==> config.mk <==
export PLATFORM = sky130hd
export DESIGN_NAME = median_then_weighted_average_filter_flat
export DESIGN_NICKNAME = d
export VERILOG_FILES = /design/src/hw/rtl/mtwa_pkg.sv /design/src/hw/rtl/mtwa_if.sv /design/src/hw/rtl/mtwa_cell.sv /design/src/hw/rtl/mtwa_div.sv /design/src/hw/rtl/median_then_weighted_average_filter.sv /design/src/flat_wrapper.sv
export VERILOG_INCLUDE_DIRS = /design/src /design/src/hw/rtl
export SDC_FILE = /design/constraint.sdc
export NUM_CORES = 1
export LEC_CHECK = 0
export BUFFER_PORTS_ARGS = -buffer_cell sky130_fd_sc_hd__buf_2
export CAP_MARGIN = 10
export CORE_MARGIN = 4
export CORE_UTILIZATION = 25
export DETAILED_ROUTE_END_ITERATION = 16
export HOLD_SLACK_MARGIN = 0.02
export SLEW_MARGIN = 10
export SYNTH_ARGS = -nofsm -noshare
export SYNTH_HDL_FRONTEND = slang
export SYNTH_SLANG_ARGS = --single-unit
==> constraint.sdc <==
create_clock -name clk_i -period 7.95 [get_ports clk_i]
set_clock_uncertainty 0.15 [all_clocks]
set_input_delay 1.1925 -clock clk_i [delete_from_list [all_inputs] [get_ports clk_i]]
set_output_delay 1.1925 -clock clk_i [all_outputs]
set_load 0.1 [all_outputs]
==> src/hw/rtl/median_then_weighted_average_filter_macros.svh <==
// Assertion macros for the humidity filter.
// Each macro expects clk_i and rst_ni in the scope where it is used.
`ifndef MEDIAN_THEN_WEIGHTED_AVERAGE_FILTER_MACROS_SVH
`define MEDIAN_THEN_WEIGHTED_AVERAGE_FILTER_MACROS_SVH

// Same-cycle implication.
`define MTWA_ASSERT_IMP(label, ante, cons, msg) \
  label: assert property (@(posedge clk_i) disable iff (!rst_ni) (ante) |-> (cons)) \
    else $error(msg);

// Next-cycle implication.
`define MTWA_ASSERT_NXT(label, ante, cons, msg) \
  label: assert property (@(posedge clk_i) disable iff (!rst_ni) (ante) |=> (cons)) \
    else $error(msg);

`endif

==> src/hw/rtl/mtwa_pkg.sv <==
// Shared widths, register indexes, reset values and types of the humidity filter.
// No dependencies.
`timescale 1ns / 1ps
`default_nettype none

package mtwa_pkg;

  localparam int VAL_W     = 10;   // reading, median and output width
  localparam int WGT_W     = 8;    // weight width
  localparam int WCOUNT    = 4;    // number of weight registers
  localparam int CFG_IDX_W = 2;
  localparam int WSUM_W    = 10;   // sum of four 8-bit weights
  localparam int NUM_W     = 21;   // weighted sum plus half the weight sum
  localparam int QUO_W     = 11;   // quotient bits, result stays below 2^11

  localparam logic [CFG_IDX_W-1:0] REG_W_NEWEST = 2'd0;
  localparam logic [CFG_IDX_W-1:0] REG_W_SECOND = 2'd1;
  localparam logic [CFG_IDX_W-1:0] REG_W_THIRD  = 2'd2;
  localparam logic [CFG_IDX_W-1:0] REG_W_OLDEST = 2'd3;

  localparam logic [WGT_W-1:0] WGT_RESET [WCOUNT] = '{8'd50, 8'd25, 8'd15, 8'd10};
  localparam logic [VAL_W-1:0] LAST_RESET = 10'd190;

  typedef struct packed {
    logic shift;   // take the lower neighbor's value
    logic rotate;  // take the upper neighbor's value
  } cell_ctl_t;

endpackage

`default_nettype wire

==> src/hw/rtl/mtwa_if.sv <==
// Valid/ready channel interfaces for the humidity filter input and result.
// Depends on mtwa_pkg for field widths.
`timescale 1ns / 1ps
`default_nettype none

interface mtwa_in_if;
  logic                       valid;
  logic                       ready;
  logic [mtwa_pkg::VAL_W-1:0] reading;
  logic                       sensor_fault;

  modport source (output valid, output reading, output sensor_fault, input ready);
  modport sink   (input valid, input reading, input sensor_fault, output ready);
endinterface

interface mtwa_out_if;
  logic                       valid;
  logic                       ready;
  logic [mtwa_pkg::VAL_W-1:0] humidity;
  logic                       fault;

  modport source (output valid, output humidity, output fault, input ready);
  modport sink   (input valid, input humidity, input fault, output ready);
endinterface

`default_nettype wire

==> src/hw/rtl/mtwa_cell.sv <==
// One window cell: a value register that loads from either neighbor.
// Depends on mtwa_pkg for the value width and the control struct.
`timescale 1ns / 1ps
`default_nettype none

module mtwa_cell (
  input  wire                             clk_i,
  input  wire                             rst_ni,
  input  wire  mtwa_pkg::cell_ctl_t       ctl_i,
  input  wire  [mtwa_pkg::VAL_W-1:0]      prev_i,
  input  wire  [mtwa_pkg::VAL_W-1:0]      next_i,
  output logic [mtwa_pkg::VAL_W-1:0]      val_o
);

  logic [mtwa_pkg::VAL_W-1:0] val_q, val_d;

  always_comb begin
    val_d = val_q;
    if (ctl_i.shift) begin
      val_d = prev_i;
    end else if (ctl_i.rotate) begin
      val_d = next_i;
    end
  end

  always_ff @(posedge clk_i or negedge rst_ni) begin
    if (!rst_ni) begin
      val_q <= '0;
    end else begin
      val_q <= val_d;
    end
  end

  assign val_o = val_q;

endmodule

`default_nettype wire

==> src/hw/rtl/mtwa_div.sv <==
// Restoring divider, one quotient bit per cycle, for the rounded average.
// Depends on mtwa_pkg for operand widths; the quotient must fit in QUO_W bits.
`timescale 1ns / 1ps
`default_nettype none

module mtwa_div (
  input  wire                              clk_i,
  input  wire                              rst_ni,
  input  wire                              start_i,
  input  wire  [mtwa_pkg::NUM_W-1:0]       num_i,
  input  wire  [mtwa_pkg::WSUM_W-1:0]      den_i,
  output logic                             done_o,
  output logic [mtwa_pkg::QUO_W-1:0]       quo_o
);

  localparam int STEP_W = $clog2(mtwa_pkg::QUO_W + 1);
  localparam int REM_W  = mtwa_pkg::NUM_W - mtwa_pkg::QUO_W;

  // Upper part holds the partial remainder, lower part shifts numerator
  // bits out and quotient bits in.
  logic [mtwa_pkg::NUM_W-1:0]  rq_q, rq_d;
  logic [mtwa_pkg::WSUM_W-1:0] den_q;
  logic [STEP_W-1:0]           step_q, step_d;
  logic                        busy_q, busy_d;
  logic                        done_q, done_d;
  logic [REM_W:0]              trial;
  logic [REM_W:0]              diff;
  logic                        ge;

  always_comb begin
    trial  = rq_q[mtwa_pkg::NUM_W-1:mtwa_pkg::QUO_W-1];
    ge     = (trial >= (REM_W+1)'(den_q));
    diff   = trial - (REM_W+1)'(den_q);
    rq_d   = rq_q;
    step_d = step_q;
    busy_d = busy_q;
    done_d = 1'b0;
    if (start_i) begin
      rq_d   = num_i;
      step_d = STEP_W'(mtwa_pkg::QUO_W);
      busy_d = 1'b1;
    end else if (busy_q) begin
      rq_d = {(ge ? diff[REM_W-1:0] : trial[REM_W-1:0]),
              rq_q[mtwa_pkg::QUO_W-2:0], ge};
      step_d = step_q - STEP_W'(1);
      if (step_q == STEP_W'(1)) begin
        busy_d = 1'b0;
        done_d = 1'b1;
      end
    end
  end

  always_ff @(posedge clk_i or negedge rst_ni) begin
    if (!rst_ni) begin
      step_q <= '0;
      busy_q <= 1'b0;
      done_q <= 1'b0;
    end else begin
      step_q <= step_d;
      busy_q <= busy_d;
      done_q <= done_d;
    end
  end

  always_ff @(posedge clk_i) begin
    rq_q <= rq_d;
    if (start_i) begin
      den_q <= den_i;
    end
  end

  assign done_o = done_q;
  assign quo_o  = rq_q[mtwa_pkg::QUO_W-1:0];

endmodule

`default_nettype wire

==> src/hw/rtl/median_then_weighted_average_filter.sv <==
// Humidity filter: raw cells feed a sliding median; median cells rotate past one MAC.
// Non-fault items pass S_MED, the MAC pass in S_MAC, S_DST and the bit-serial divider in
// S_DIV (skipped for a zero weight sum), then S_FIN loads the output register; fault
// items go from accept straight to S_FIN. One item at a time: a reading is taken only in
// S_IDLE, and a result waits in S_FIN until the output register is free or ready is high.
// Async active-low reset loads zero windows, last output 190 and the default weights.
`timescale 1ns / 1ps
`default_nettype none
`include "median_then_weighted_average_filter_macros.svh"

module median_then_weighted_average_filter #(
  parameter int MEDIAN_TAPS  = 5,
  parameter int AVERAGE_TAPS = 4
) (
  input  wire                                  clk_i,
  input  wire                                  rst_ni,
  input  wire                                  cfg_we_i,
  input  wire  [mtwa_pkg::CFG_IDX_W-1:0]       cfg_idx_i,
  input  wire  [mtwa_pkg::WGT_W-1:0]           cfg_wdata_i,
  mtwa_in_if.sink                              in_i,
  mtwa_out_if.source                           out_o
);

  localparam int RANK_W = $clog2(MEDIAN_TAPS);
  localparam int MID    = MEDIAN_TAPS / 2;
  localparam int CNT_W  = $clog2(AVERAGE_TAPS);
  localparam int PROD_W = mtwa_pkg::VAL_W + mtwa_pkg::WGT_W;

  localparam logic [2:0] S_IDLE = 3'd0;
  localparam logic [2:0] S_MED  = 3'd1;
  localparam logic [2:0] S_MAC  = 3'd2;
  localparam logic [2:0] S_DST  = 3'd3;
  localparam logic [2:0] S_DIV  = 3'd4;
  localparam logic [2:0] S_FIN  = 3'd5;

  logic [2:0] state_q, state_d;

  logic [mtwa_pkg::WGT_W-1:0]  wgt_q [mtwa_pkg::WCOUNT];
  logic [mtwa_pkg::VAL_W-1:0]  last_q;
  logic                        res_fault_q;
  logic [CNT_W-1:0]            mac_cnt_q, mac_cnt_d;
  logic [mtwa_pkg::NUM_W-1:0]  acc_q, acc_d;
  logic [mtwa_pkg::WSUM_W-1:0] wsum_q, wsum_d;
  logic                        out_valid_q;
  logic [mtwa_pkg::VAL_W-1:0]  humidity_q;
  logic                        fault_q;

  logic [mtwa_pkg::VAL_W-1:0]  raw  [MEDIAN_TAPS];
  logic [mtwa_pkg::VAL_W-1:0]  mwin [AVERAGE_TAPS];
  logic [RANK_W-1:0]           rank [MEDIAN_TAPS];
  logic [mtwa_pkg::VAL_W-1:0]  med;
  logic [mtwa_pkg::WGT_W-1:0]  w_sel;
  logic [PROD_W-1:0]           prod;

  logic                        in_acc;
  logic                        out_load;
  logic                        div_start;
  logic                        div_done;
  logic [mtwa_pkg::QUO_W-1:0]  div_quo;
  logic [mtwa_pkg::NUM_W-1:0]  div_num;

  mtwa_pkg::cell_ctl_t raw_ctl, med_ctl;

  assign in_i.ready = (state_q == S_IDLE);
  assign in_acc     = in_i.valid && in_i.ready;
  assign out_load   = (state_q == S_FIN) && (!out_valid_q || out_o.ready);

  assign raw_ctl.shift  = in_acc && !in_i.sensor_fault;
  assign raw_ctl.rotate = 1'b0;
  assign med_ctl.shift  = (state_q == S_MED);
  assign med_ctl.rotate = (state_q == S_MAC);

  // Raw window: newest reading enters cell 0.
  for (genvar i = 0; i < MEDIAN_TAPS; i++) begin : g_raw
    mtwa_cell u_cell (
      .clk_i  (clk_i),
      .rst_ni (rst_ni),
      .ctl_i  (raw_ctl),
      .prev_i ((i == 0) ? in_i.reading : raw[(i + MEDIAN_TAPS - 1) % MEDIAN_TAPS]),
      .next_i (raw[i]),
      .val_o  (raw[i])
    );
  end

  // Median window: shift in the new median, then rotate toward cell 0 so
  // each median passes the multiplier once and lands back in place.
  for (genvar i = 0; i < AVERAGE_TAPS; i++) begin : g_med
    mtwa_cell u_cell (
      .clk_i  (clk_i),
      .rst_ni (rst_ni),
      .ctl_i  (med_ctl),
      .prev_i ((i == 0) ? med : mwin[(i + AVERAGE_TAPS - 1) % AVERAGE_TAPS]),
      .next_i (mwin[(i + 1) % AVERAGE_TAPS]),
      .val_o  (mwin[i])
    );
  end

  // Rank each tap; ties break by position, so ranks form a permutation.
  always_comb begin
    med = '0;
    for (int i = 0; i < MEDIAN_TAPS; i++) begin
      rank[i] = '0;
      for (int j = 0; j < MEDIAN_TAPS; j++) begin
        if ((raw[j] < raw[i]) || ((j < i) && (raw[j] == raw[i]))) begin
          rank[i] = rank[i] + RANK_W'(1);
        end
      end
      if (rank[i] == RANK_W'(MID)) begin
        med = med | raw[i];
      end
    end
  end

  // Taps beyond the weight registers get weight zero.
  always_comb begin
    w_sel = '0;
    for (int j = 0; j < mtwa_pkg::WCOUNT; j++) begin
      if (int'(mac_cnt_q) == j) begin
        w_sel = wgt_q[j];
      end
    end
  end

  assign prod    = w_sel * mwin[0];
  assign div_num = acc_q + mtwa_pkg::NUM_W'(wsum_q >> 1);

  always_comb begin
    state_d   = state_q;
    mac_cnt_d = mac_cnt_q;
    acc_d     = acc_q;
    wsum_d    = wsum_q;
    div_start = 1'b0;
    case (state_q)
      S_IDLE: begin
        if (in_acc) begin
          state_d = in_i.sensor_fault ? S_FIN : S_MED;
        end
      end
      S_MED: begin
        mac_cnt_d = '0;
        acc_d     = '0;
        wsum_d    = '0;
        state_d   = S_MAC;
      end
      S_MAC: begin
        acc_d     = acc_q + mtwa_pkg::NUM_W'(prod);
        wsum_d    = wsum_q + mtwa_pkg::WSUM_W'(w_sel);
        mac_cnt_d = mac_cnt_q + CNT_W'(1);
        if (mac_cnt_q == CNT_W'(AVERAGE_TAPS - 1)) begin
          state_d = S_DST;
        end
      end
      S_DST: begin
        // Zero weight sum: hold the last output.
        if (wsum_q == '0) begin
          state_d = S_FIN;
        end else begin
          div_start = 1'b1;
          state_d   = S_DIV;
        end
      end
      S_DIV: begin
        if (div_done) begin
          state_d = S_FIN;
        end
      end
      S_FIN: begin
        if (out_load) begin
          state_d = S_IDLE;
        end
      end
      default: begin
        state_d = S_IDLE;
      end
    endcase
  end

  mtwa_div u_div (
    .clk_i   (clk_i),
    .rst_ni  (rst_ni),
    .start_i (div_start),
    .num_i   (div_num),
    .den_i   (wsum_q),
    .done_o  (div_done),
    .quo_o   (div_quo)
  );

  always_ff @(posedge clk_i or negedge rst_ni) begin
    if (!rst_ni) begin
      state_q     <= S_IDLE;
      mac_cnt_q   <= '0;
      last_q      <= mtwa_pkg::LAST_RESET;
      out_valid_q <= 1'b0;
      for (int j = 0; j < mtwa_pkg::WCOUNT; j++) begin
        wgt_q[j] <= mtwa_pkg::WGT_RESET[j];
      end
    end else begin
      state_q   <= state_d;
      mac_cnt_q <= mac_cnt_d;
      if ((state_q == S_DIV) && div_done) begin
        last_q <= div_quo[mtwa_pkg::VAL_W-1:0];
      end
      if (out_load) begin
        out_valid_q <= 1'b1;
      end else if (out_o.ready) begin
        out_valid_q <= 1'b0;
      end
      if (cfg_we_i) begin
        case (cfg_idx_i)
          mtwa_pkg::REG_W_NEWEST: wgt_q[0] <= cfg_wdata_i;
          mtwa_pkg::REG_W_SECOND: wgt_q[1] <= cfg_wdata_i;
          mtwa_pkg::REG_W_THIRD:  wgt_q[2] <= cfg_wdata_i;
          mtwa_pkg::REG_W_OLDEST: wgt_q[3] <= cfg_wdata_i;
          default: ;
        endcase
      end
    end
  end

  always_ff @(posedge clk_i) begin
    acc_q  <= acc_d;
    wsum_q <= wsum_d;
    if (in_acc) begin
      res_fault_q <= in_i.sensor_fault;
    end
    if (out_load) begin
      humidity_q <= last_q;
      fault_q    <= res_fault_q;
    end
  end

  assign out_o.valid    = out_valid_q;
  assign out_o.humidity = humidity_q;
  assign out_o.fault    = fault_q;

  `MTWA_ASSERT_NXT(a_fault_skips, in_acc && in_i.sensor_fault, state_q == S_FIN,
                   "fault transaction did not go straight to result")
  `MTWA_ASSERT_IMP(a_div_in_state, div_done, state_q == S_DIV,
                   "divider finished outside the divide state")
  `MTWA_ASSERT_NXT(a_mac_start, state_q == S_MED, mac_cnt_q == '0 && acc_q == '0,
                   "accumulate pass did not start clear")
  `MTWA_ASSERT_NXT(a_result_loaded, out_load, out_valid_q && humidity_q == $past(last_q),
                   "result register not loaded with the held output")

endmodule

`default_nettype wire
==> src/flat_wrapper.sv <==
// flat-port wrapper written by rule: the top's interface ports become plain ports
module median_then_weighted_average_filter_flat 
#(
  parameter int MEDIAN_TAPS  = 5,
  parameter int AVERAGE_TAPS = 4
)
  (clk_i, rst_ni, cfg_we_i, cfg_idx_i, cfg_wdata_i, in_i_valid, in_i_reading, in_i_sensor_fault, in_i_ready, out_o_valid, out_o_humidity, out_o_fault, out_o_ready);
  mtwa_in_if in_i_i ();
  mtwa_out_if out_o_i ();
  input  wire clk_i;
  input  wire rst_ni;
  input  wire cfg_we_i;
  input  wire  [mtwa_pkg::CFG_IDX_W-1:0] cfg_idx_i;
  input  wire  [mtwa_pkg::WGT_W-1:0] cfg_wdata_i;
  input wire logic [$bits(in_i_i.valid)-1:0] in_i_valid;
  input wire logic [$bits(in_i_i.reading)-1:0] in_i_reading;
  input wire logic [$bits(in_i_i.sensor_fault)-1:0] in_i_sensor_fault;
  output wire logic [$bits(in_i_i.ready)-1:0] in_i_ready;
  output wire logic [$bits(out_o_i.valid)-1:0] out_o_valid;
  output wire logic [$bits(out_o_i.humidity)-1:0] out_o_humidity;
  output wire logic [$bits(out_o_i.fault)-1:0] out_o_fault;
  input wire logic [$bits(out_o_i.ready)-1:0] out_o_ready;
  assign in_i_i.valid = in_i_valid;
  assign in_i_i.reading = in_i_reading;
  assign in_i_i.sensor_fault = in_i_sensor_fault;
  assign in_i_ready = in_i_i.ready;
  assign out_o_valid = out_o_i.valid;
  assign out_o_humidity = out_o_i.humidity;
  assign out_o_fault = out_o_i.fault;
  assign out_o_i.ready = out_o_ready;
  median_then_weighted_average_filter #(.MEDIAN_TAPS(MEDIAN_TAPS), .AVERAGE_TAPS(AVERAGE_TAPS)) u_core (.clk_i(clk_i), .rst_ni(rst_ni), .cfg_we_i(cfg_we_i), .cfg_idx_i(cfg_idx_i), .cfg_wdata_i(cfg_wdata_i), .in_i(in_i_i), .out_o(out_o_i));
endmodule
==> impl_metrics.json, run 1 <==
{
  "whs_path_depth": 0,
  "clk_pin_slew_ns": 0.06,
  "synth_cell_types": 75,
  "end_kind": "flop",
  "postCtsSetupBuffers": 0,
  "rows": 93,
  "drt-initial-drc-count": 760,
  "yosysTopAreaCell": "dfrtp_1",
  "grt_pass1_wl_um": 66400,
  "reg2reg_depth": 23,
  "path_max_fanout": 15,
  "crit_required_ns": 8.07,
  "cap_violations": 0,
  "r2r-end": "u_core.acc_q[20]$_SDFFCE_PN0P_",
  "dr.pass1.iters": 6,
  "area_growth_pct": 12.6,
  "setup.worst_path.start_class": "flop",
  "fin_nets": 2017,
  "ys_top_cells_by_area": "dfrtp_1, ha_1, edfxtp_1",
  "drcViolationCount": 0,
  "postSynthCellCount": 1712,
  "vias": 12400,
  "status": "finished, final reports clean",
  "antenna_cells": 0,
  "hold_path_startpoint": "u_core.res_fault_q$_DFFE_PP_",
  "hold_viol": 0,
  "grt_antenna_before_repair": 0,
  "async_flop_share_pct": 66.1,
  "synth_top_cell_area_share_pct": 19.2,
  "hold_path_end": "u_core.out_o.fault$_DFFE_PP_",
  "drive_gt1_share_pct": 11.2,
  "final_common_cell": "nand2_1",
  "hpwlAfterDp_um": 31200,
  "die-area_um2": 70000,
  "final_util_pct": 28.6,
  "ys.flop_type": "dfrtp_1",
  "gp_congestion": 0.869,
  "synth_edf_count": 74,
  "slowest_delay_ns": 0.80,
  "cts_buffers": 27,
  "ctsHoldBuffers": 0,
  "cpMaxStageDelayCell": "o21ai_1",
  "cp_num_buf_inv": 4,
  "layout_common_cells": "nand2_1, inv_1, ha_1",
  "ant_nets": 0,
  "nFillCells": 6632,
  "wl_per_cell_um": 15.6,
  "synth-seq-cells": 218,
  "setup_viol": 0,
  "vias_per_cell": 4.74,
  "port_buffers": 38,
  "cts-resized-gates": 0,
  "synthesis.area_um2": 16500,
  "hold_class": "flop to flop",
  "crit_family": "adder cells",
  "critPathKind": "flop to flop",
  "ir_drop_mv": 0.128,
  "min_period_ns": 6.98,
  "synth_nets": 1996,
  "clock.fmax_mhz": 143,
  "reg2reg_from": "u_core.mac_cnt_q[1]$_DFFE_PN0P_",
  "clkSinkCount": 218,
  "path_cells": "inv_1, ha_1, a21oi_1, nor2_1, a21oi_1, o21ai_1, nand2_1, fa_1, inv_1, fa_1, fa_1, inv_1, fa_1, inv_1, ha_1, o21ai_1, a21oi_1, a221oi_2, a21oi_1, a221o_1, o41ai_1, xor2_1, nor2_1",
  "setup_tns_ns": 0,
  "clock-root-buffer": "clkbuf_16",
  "rsz0062_at_grt": "false",
  "totalWireLength_um": 40600,
  "synth_area_per_cell_um2": 9.61,
  "die_y_um": 265,
  "yosys_warnings": 0,
  "drv_slew": 0,
  "reg2reg_slack_ns": 0.97,
  "p_leak_uw": 0.00870,
  "start_util_pct": 25.4,
  "dp.cells": 2559,
  "cellPowerDensity_nw_per_um2": 142,
  "yosysSeqAreaShare_pct": 35.5,
  "grt-ovfl-total": 0,
  "io_pins": 39,
  "grt_util_all_layers_pct": 11.4,
  "fin_crit_sh_pct": 87.8,
  "instances_no_fill": 2609,
  "die_x_um": 265,
  "worst_pin_slew_ns": 1.33,
  "h-tree-depth": 1,
  "maxSlewHeadroom_pct": 9.08,
  "arrival_ns": 7.10,
  "clock_path_buffers": 3,
  "clk_latency_ns": 0.56,
  "core_area_um2": 64800,
  "crit_start": "u_core.mac_cnt_q[1]$_DFFE_PN0P_",
  "cts_tree": "built",
  "first_global_vias": 12600,
  "grt_max_degree": 91
}
[synth_stat cells, types with 14 or more instances]
| cell | number |
|---|---|
| a211oi_1 | 14 |
| a21o_1 | 17 |
| a21oi_1 | 79 |
| a31oi_1 | 25 |
| and2_1 | 38 |
| clkbuf_1 | 52 |
| dfrtp_1 | 126 |
| dfstp_2 | 18 |
| edfxtp_1 | 74 |
| fa_1 | 67 |
| ha_1 | 191 |
| inv_1 | 203 |
| mux2_2 | 54 |
| mux2i_1 | 15 |
| nand2_1 | 225 |
| nand2b_1 | 20 |
| nand3_1 | 21 |
| nand4_1 | 19 |
| nor2_1 | 104 |
| nor3_1 | 15 |
| o21a_1 | 20 |
| o21ai_0 | 87 |
| xnor2_1 | 24 |
| xor2_1 | 29 |
[final cells by class]
class / count / area, um2 / area share [%]
Clock buffer: 33 / 748 / 4.04
Clock inverter: 17 / 174 / 0.939
Inverter: 205 / 769 / 4.15
Multi-Input combinational cell: 1227 / 9600 / 51.8
Sequential cell: 218 / 5850 / 31.6
Tap cell: 855 / 1070 / 5.78
Timing Repair Buffer: 54 / 317 / 1.71
[how the worst max path moves through the flow]
stage / end / slack (ns) / depth (start not counted)
2_1_floorplan: u_core.acc_q[20]$_SDFFCE_PN0P_ / 1.81 / 24
5_1_grt: u_core.acc_q[19]$_SDFFCE_PN0P_ / 0.39 / 23
6_report: u_core.acc_q[20]$_SDFFCE_PN0P_ / 0.97 / 23
4_1_cts: u_core.acc_q[20]$_SDFFCE_PN0P_ / 0.98 / 23
3_3_place_gp: u_core.acc_q[19]$_SDFFCE_PN0P_ / 1.23 / 23
3_5_place_dp: u_core.acc_q[20]$_SDFFCE_PN0P_ / 0.99 / 23
[flip-flops by register name, summed over array words and instances (netlist names), 21 cells and up]
name	cells
u_core.wgt_q	32
u_core.acc_q	21
u_core.u_div.rq_q	21
u_core.g_med.u_cell.val_o	40
u_core.g_raw.u_cell.val_o	50
[where the power goes]
| part | internal [uW] | switching [uW] | total, uW |
|---|---|---|---|
| logic | 71.3 | 98.5 | 170 |
| clock network | 742 | 504 | 1250 |
| registers | 1200 | 19.1 | 1210 |
[through the flow]
step                      power (uW)  worst slack, ns  area, um2  hold WS [ns]
after floorplan                 1330             1.81      16500         0.250
after global placement          1400             1.23      17600         0.253
after detailed placement        1410            0.990      17600         0.258
after CTS                       2670            0.985      18500         0.272
after global routing            2740            0.393      18500         0.272
final                           2630            0.967      18500         0.268
[cells by family after synthesis]
logic type | count (synthesis) | synth area share, %
DFF | 218 | 35.5
AOI/OAI and AO/OA | 342 | 13.8
adders and majority gates | 258 | 22.7
muxes | 69 | 4.61
buffers and inverters | 267 | 6.19
and+or+nand+nor | 505 | 14.4
xor gates and xnor gates | 53 | 2.82
[routing by layer]
layer	up-vias	wire (um)	global-route usage, %	share of wire, %
li1	5951	-	-	-
met1	6091	17900	14.5	44
met2	249	20100	20.1	50
met3	64	1680	1.87	4.1
met4	0	901	2.60	2.2
met5	-	0	0	0
[worst reg2reg max path, delay by kind of cell (launching register included)]
kind                     cells  cell delay, ns
AO/OA/AOI/OAI                9            2.55
XOR/XNOR                     1            0.19
adder cells (fa/ha/maj)      6            2.82
buffers and inverters        4            0.26
flip-flops                   1            0.40
AND/OR/NAND/NOR              3            0.37
Power figures use the tool's default switching activity.
==> run 2, diff against run 1 <==
--- a/config.mk
+++ b/config.mk
@@ -8,7 +8,6 @@
 export LEC_CHECK = 0
 export BUFFER_PORTS_ARGS = -buffer_cell sky130_fd_sc_hd__buf_2
 export CAP_MARGIN = 10
-export CORE_MARGIN = 4
 export CORE_UTILIZATION = 25
 export DETAILED_ROUTE_END_ITERATION = 16
 export HOLD_SLACK_MARGIN = 0.02
@@ -16,3 +15,4 @@
 export SYNTH_ARGS = -nofsm -noshare
 export SYNTH_HDL_FRONTEND = slang
 export SYNTH_SLANG_ARGS = --single-unit
+export TNS_END_PERCENT = 10
==> constraint.sdc (replaced) <==
create_clock -name clk_i -period 7.95 [get_ports clk_i]
set_clock_uncertainty 0.15 [all_clocks]
set_input_delay 2.385 -clock clk_i [delete_from_list [all_inputs] [get_ports clk_i]]
set_output_delay 2.385 -clock clk_i [all_outputs]
set_load 0.1 [all_outputs]
==> impl_metrics.json, run 2 (synthesis results as in run 1) <==
{
  "final_util_pct": 28.6,
  "end_kind": "flop",
  "core_area_um2": 64700,
  "whs_path_depth": 0,
  "vias_per_cell": 4.72,
  "cap_violations": 0,
  "path_cells": "inv_1, ha_1, a21oi_1, nor2_1, a21oi_1, o21ai_1, nand2_1, fa_1, inv_1, fa_1, ha_1, inv_1, fa_1, inv_1, fa_1, a211oi_1, o21ai_0, a31oi_1, o21ai_0, o41ai_1, o21ai_0, xnor2_1, nor2_1",
  "ir_drop_mv": 0.148,
  "hold_class": "flop to flop",
  "nFillCells": 6765,
  "ctsHoldBuffers": 0,
  "crit_family": "adder cells",
  "hold_path_startpoint": "u_core.res_fault_q$_DFFE_PP_",
  "totalWireLength_um": 40700,
  "cts-resized-gates": 0,
  "maxSlewHeadroom_pct": 15.2,
  "clkSinkCount": 218,
  "pre_cts_ws_ns": 1.06,
  "reg2reg_from": "u_core.mac_cnt_q[1]$_DFFE_PN0P_",
  "p_leak_uw": 0.00870,
  "vias": 12300,
  "arrival_ns": 7.05,
  "drive_gt1_share_pct": 11.0,
  "final_common_cell": "nand2_1",
  "multi_input_area_um2": 9600,
  "hold_viol": 0,
  "regArea_um2": 5850,
  "cts_buffers": 27,
  "hold_path_end": "u_core.out_o.fault$_DFFE_PP_",
  "critPathKind": "flop to flop",
  "r2r-end": "u_core.acc_q[19]$_SDFFCE_PN0P_",
  "p_int_uw": 2000,
  "clock_path_buffers": 3,
  "wl_per_cell_um": 15.6,
  "fin_crit_sh_pct": 87.0,
  "ant_nets": 0,
  "power_uw": 2610,
  "grt-ovfl-total": 0,
  "power_frac_seq_pct": 46.5,
  "clock.fmax_mhz": 145,
  "cellPowerDensity_nw_per_um2": 141,
  "p_sw_uw": 615,
  "largest_reg_flops": 50,
  "grt_max_degree": 91,
  "cp_num_buf_inv": 4,
  "combPwrFrac_pct": 6.5,
  "cts_tree": "built",
  "start_util_pct": 25.4,
  "layout_setup_ws_ns": 1.03,
  "clock-root-buffer": "clkbuf_16",
  "grt_antenna_before_repair": 0,
  "p_clk_share_pct": 47.0,
  "io_pins": 39,
  "reg2reg_slack_ns": 1.03,
  "die_x_um": 259,
  "die_y_um": 259,
  "cpMaxStageDelayCell": "o21ai_1",
  "clk_latency_ns": 0.56,
  "path_max_fanout": 15,
  "min_period_ns": 6.92,
  "clk_pin_slew_ns": 0.06,
  "h-tree-depth": 1,
  "worst_pin_slew_ns": 1.24,
  "status": "finished, final reports clean",
  "crit_required_ns": 8.08,
  "setup_viol": 0,
  "drt-initial-drc-count": 675,
  "layout_common_cells": "nand2_1, inv_1, ha_1",
  "rsz0062_at_grt": "false",
  "fin_nets": 2017,
  "reg2reg_depth": 23,
  "whs_ns": 0.270,
  "antenna_cells": 0,
  "setup.worst_path.start_class": "flop",
  "switching_share_pct": 23.5,
  "grt_pass1_wl_um": 66800,
  "drcViolationCount": 0,
  "dr.pass1.iters": 6,
  "first_global_vias": 12800,
  "drv_slew": 0,
  "worst-path-stages": 23,
  "grt_util_all_layers_pct": 12.2,
  "area_growth_pct": 12.4,
  "gp_congestion": 0.867,
  "rows": 93,
  "slowest_delay_ns": 0.78,
  "port_buffers": 38,
  "hpwlAfterDp_um": 31000,
  "die-area_um2": 66800,
  "setup_tns_ns": 0,
  "postCtsSetupBuffers": 0
}
[run 2: power groups by stage]
stage	Sequential, uW	Combinational (uW)	Clock, uW
2_1_floorplan	1230	108	0
3_3_place_gp	1230	165	0
3_5_place_dp	1240	172	0
4_1_cts	1210	172	1270
5_1_grt	1220	192	1310
6_report	1220	170	1230
[run 2: final cells by class]
cell class | instances | share of cell area, %
clock buffers | 32 | 3.81
clock inverters | 18 | 0.975
inverters | 205 | 4.16
multi-input cells | 1227 | 51.9
flip-flops and latches | 218 | 31.6
well taps | 855 | 5.79
repair buffers | 54 | 1.71
[run 2: worst max path at each step]
stage	startpoint	to	slack, ns
6_report	u_core.mac_cnt_q[1]$_DFFE_PN0P_	u_core.acc_q[19]$_SDFFCE_PN0P_	1.03
5_1_grt	u_core.mac_cnt_q[1]$_DFFE_PN0P_	u_core.acc_q[20]$_SDFFCE_PN0P_	0.53
4_1_cts	u_core.mac_cnt_q[1]$_DFFE_PN0P_	u_core.acc_q[19]$_SDFFCE_PN0P_	1.02
3_5_place_dp	u_core.mac_cnt_q[1]$_DFFE_PN0P_	u_core.acc_q[19]$_SDFFCE_PN0P_	1.06
3_3_place_gp	u_core.mac_cnt_q[1]$_DFFE_PN0P_	u_core.acc_q[19]$_SDFFCE_PN0P_	1.23
2_1_floorplan	u_core.mac_cnt_q[1]$_DFFE_PN0P_	u_core.acc_q[20]$_SDFFCE_PN0P_	1.81
[run 2: stage by stage]
step / area (um2) / cells
2_1_floorplan: 16500 / 1712
3_3_place_gp: 17600 / 2559
3_5_place_dp: 17600 / 2559
4_1_cts: 18500 / 2609
5_1_grt: 18500 / 2609
6_report: 18500 / 2609
[run 2: metal layers]
metal  part of all wire, %  track usage [%]
met1                    44             15.4
met2                    49             21.4
met3                   3.6             1.58
met4                   3.0             3.93
met5                     0                0
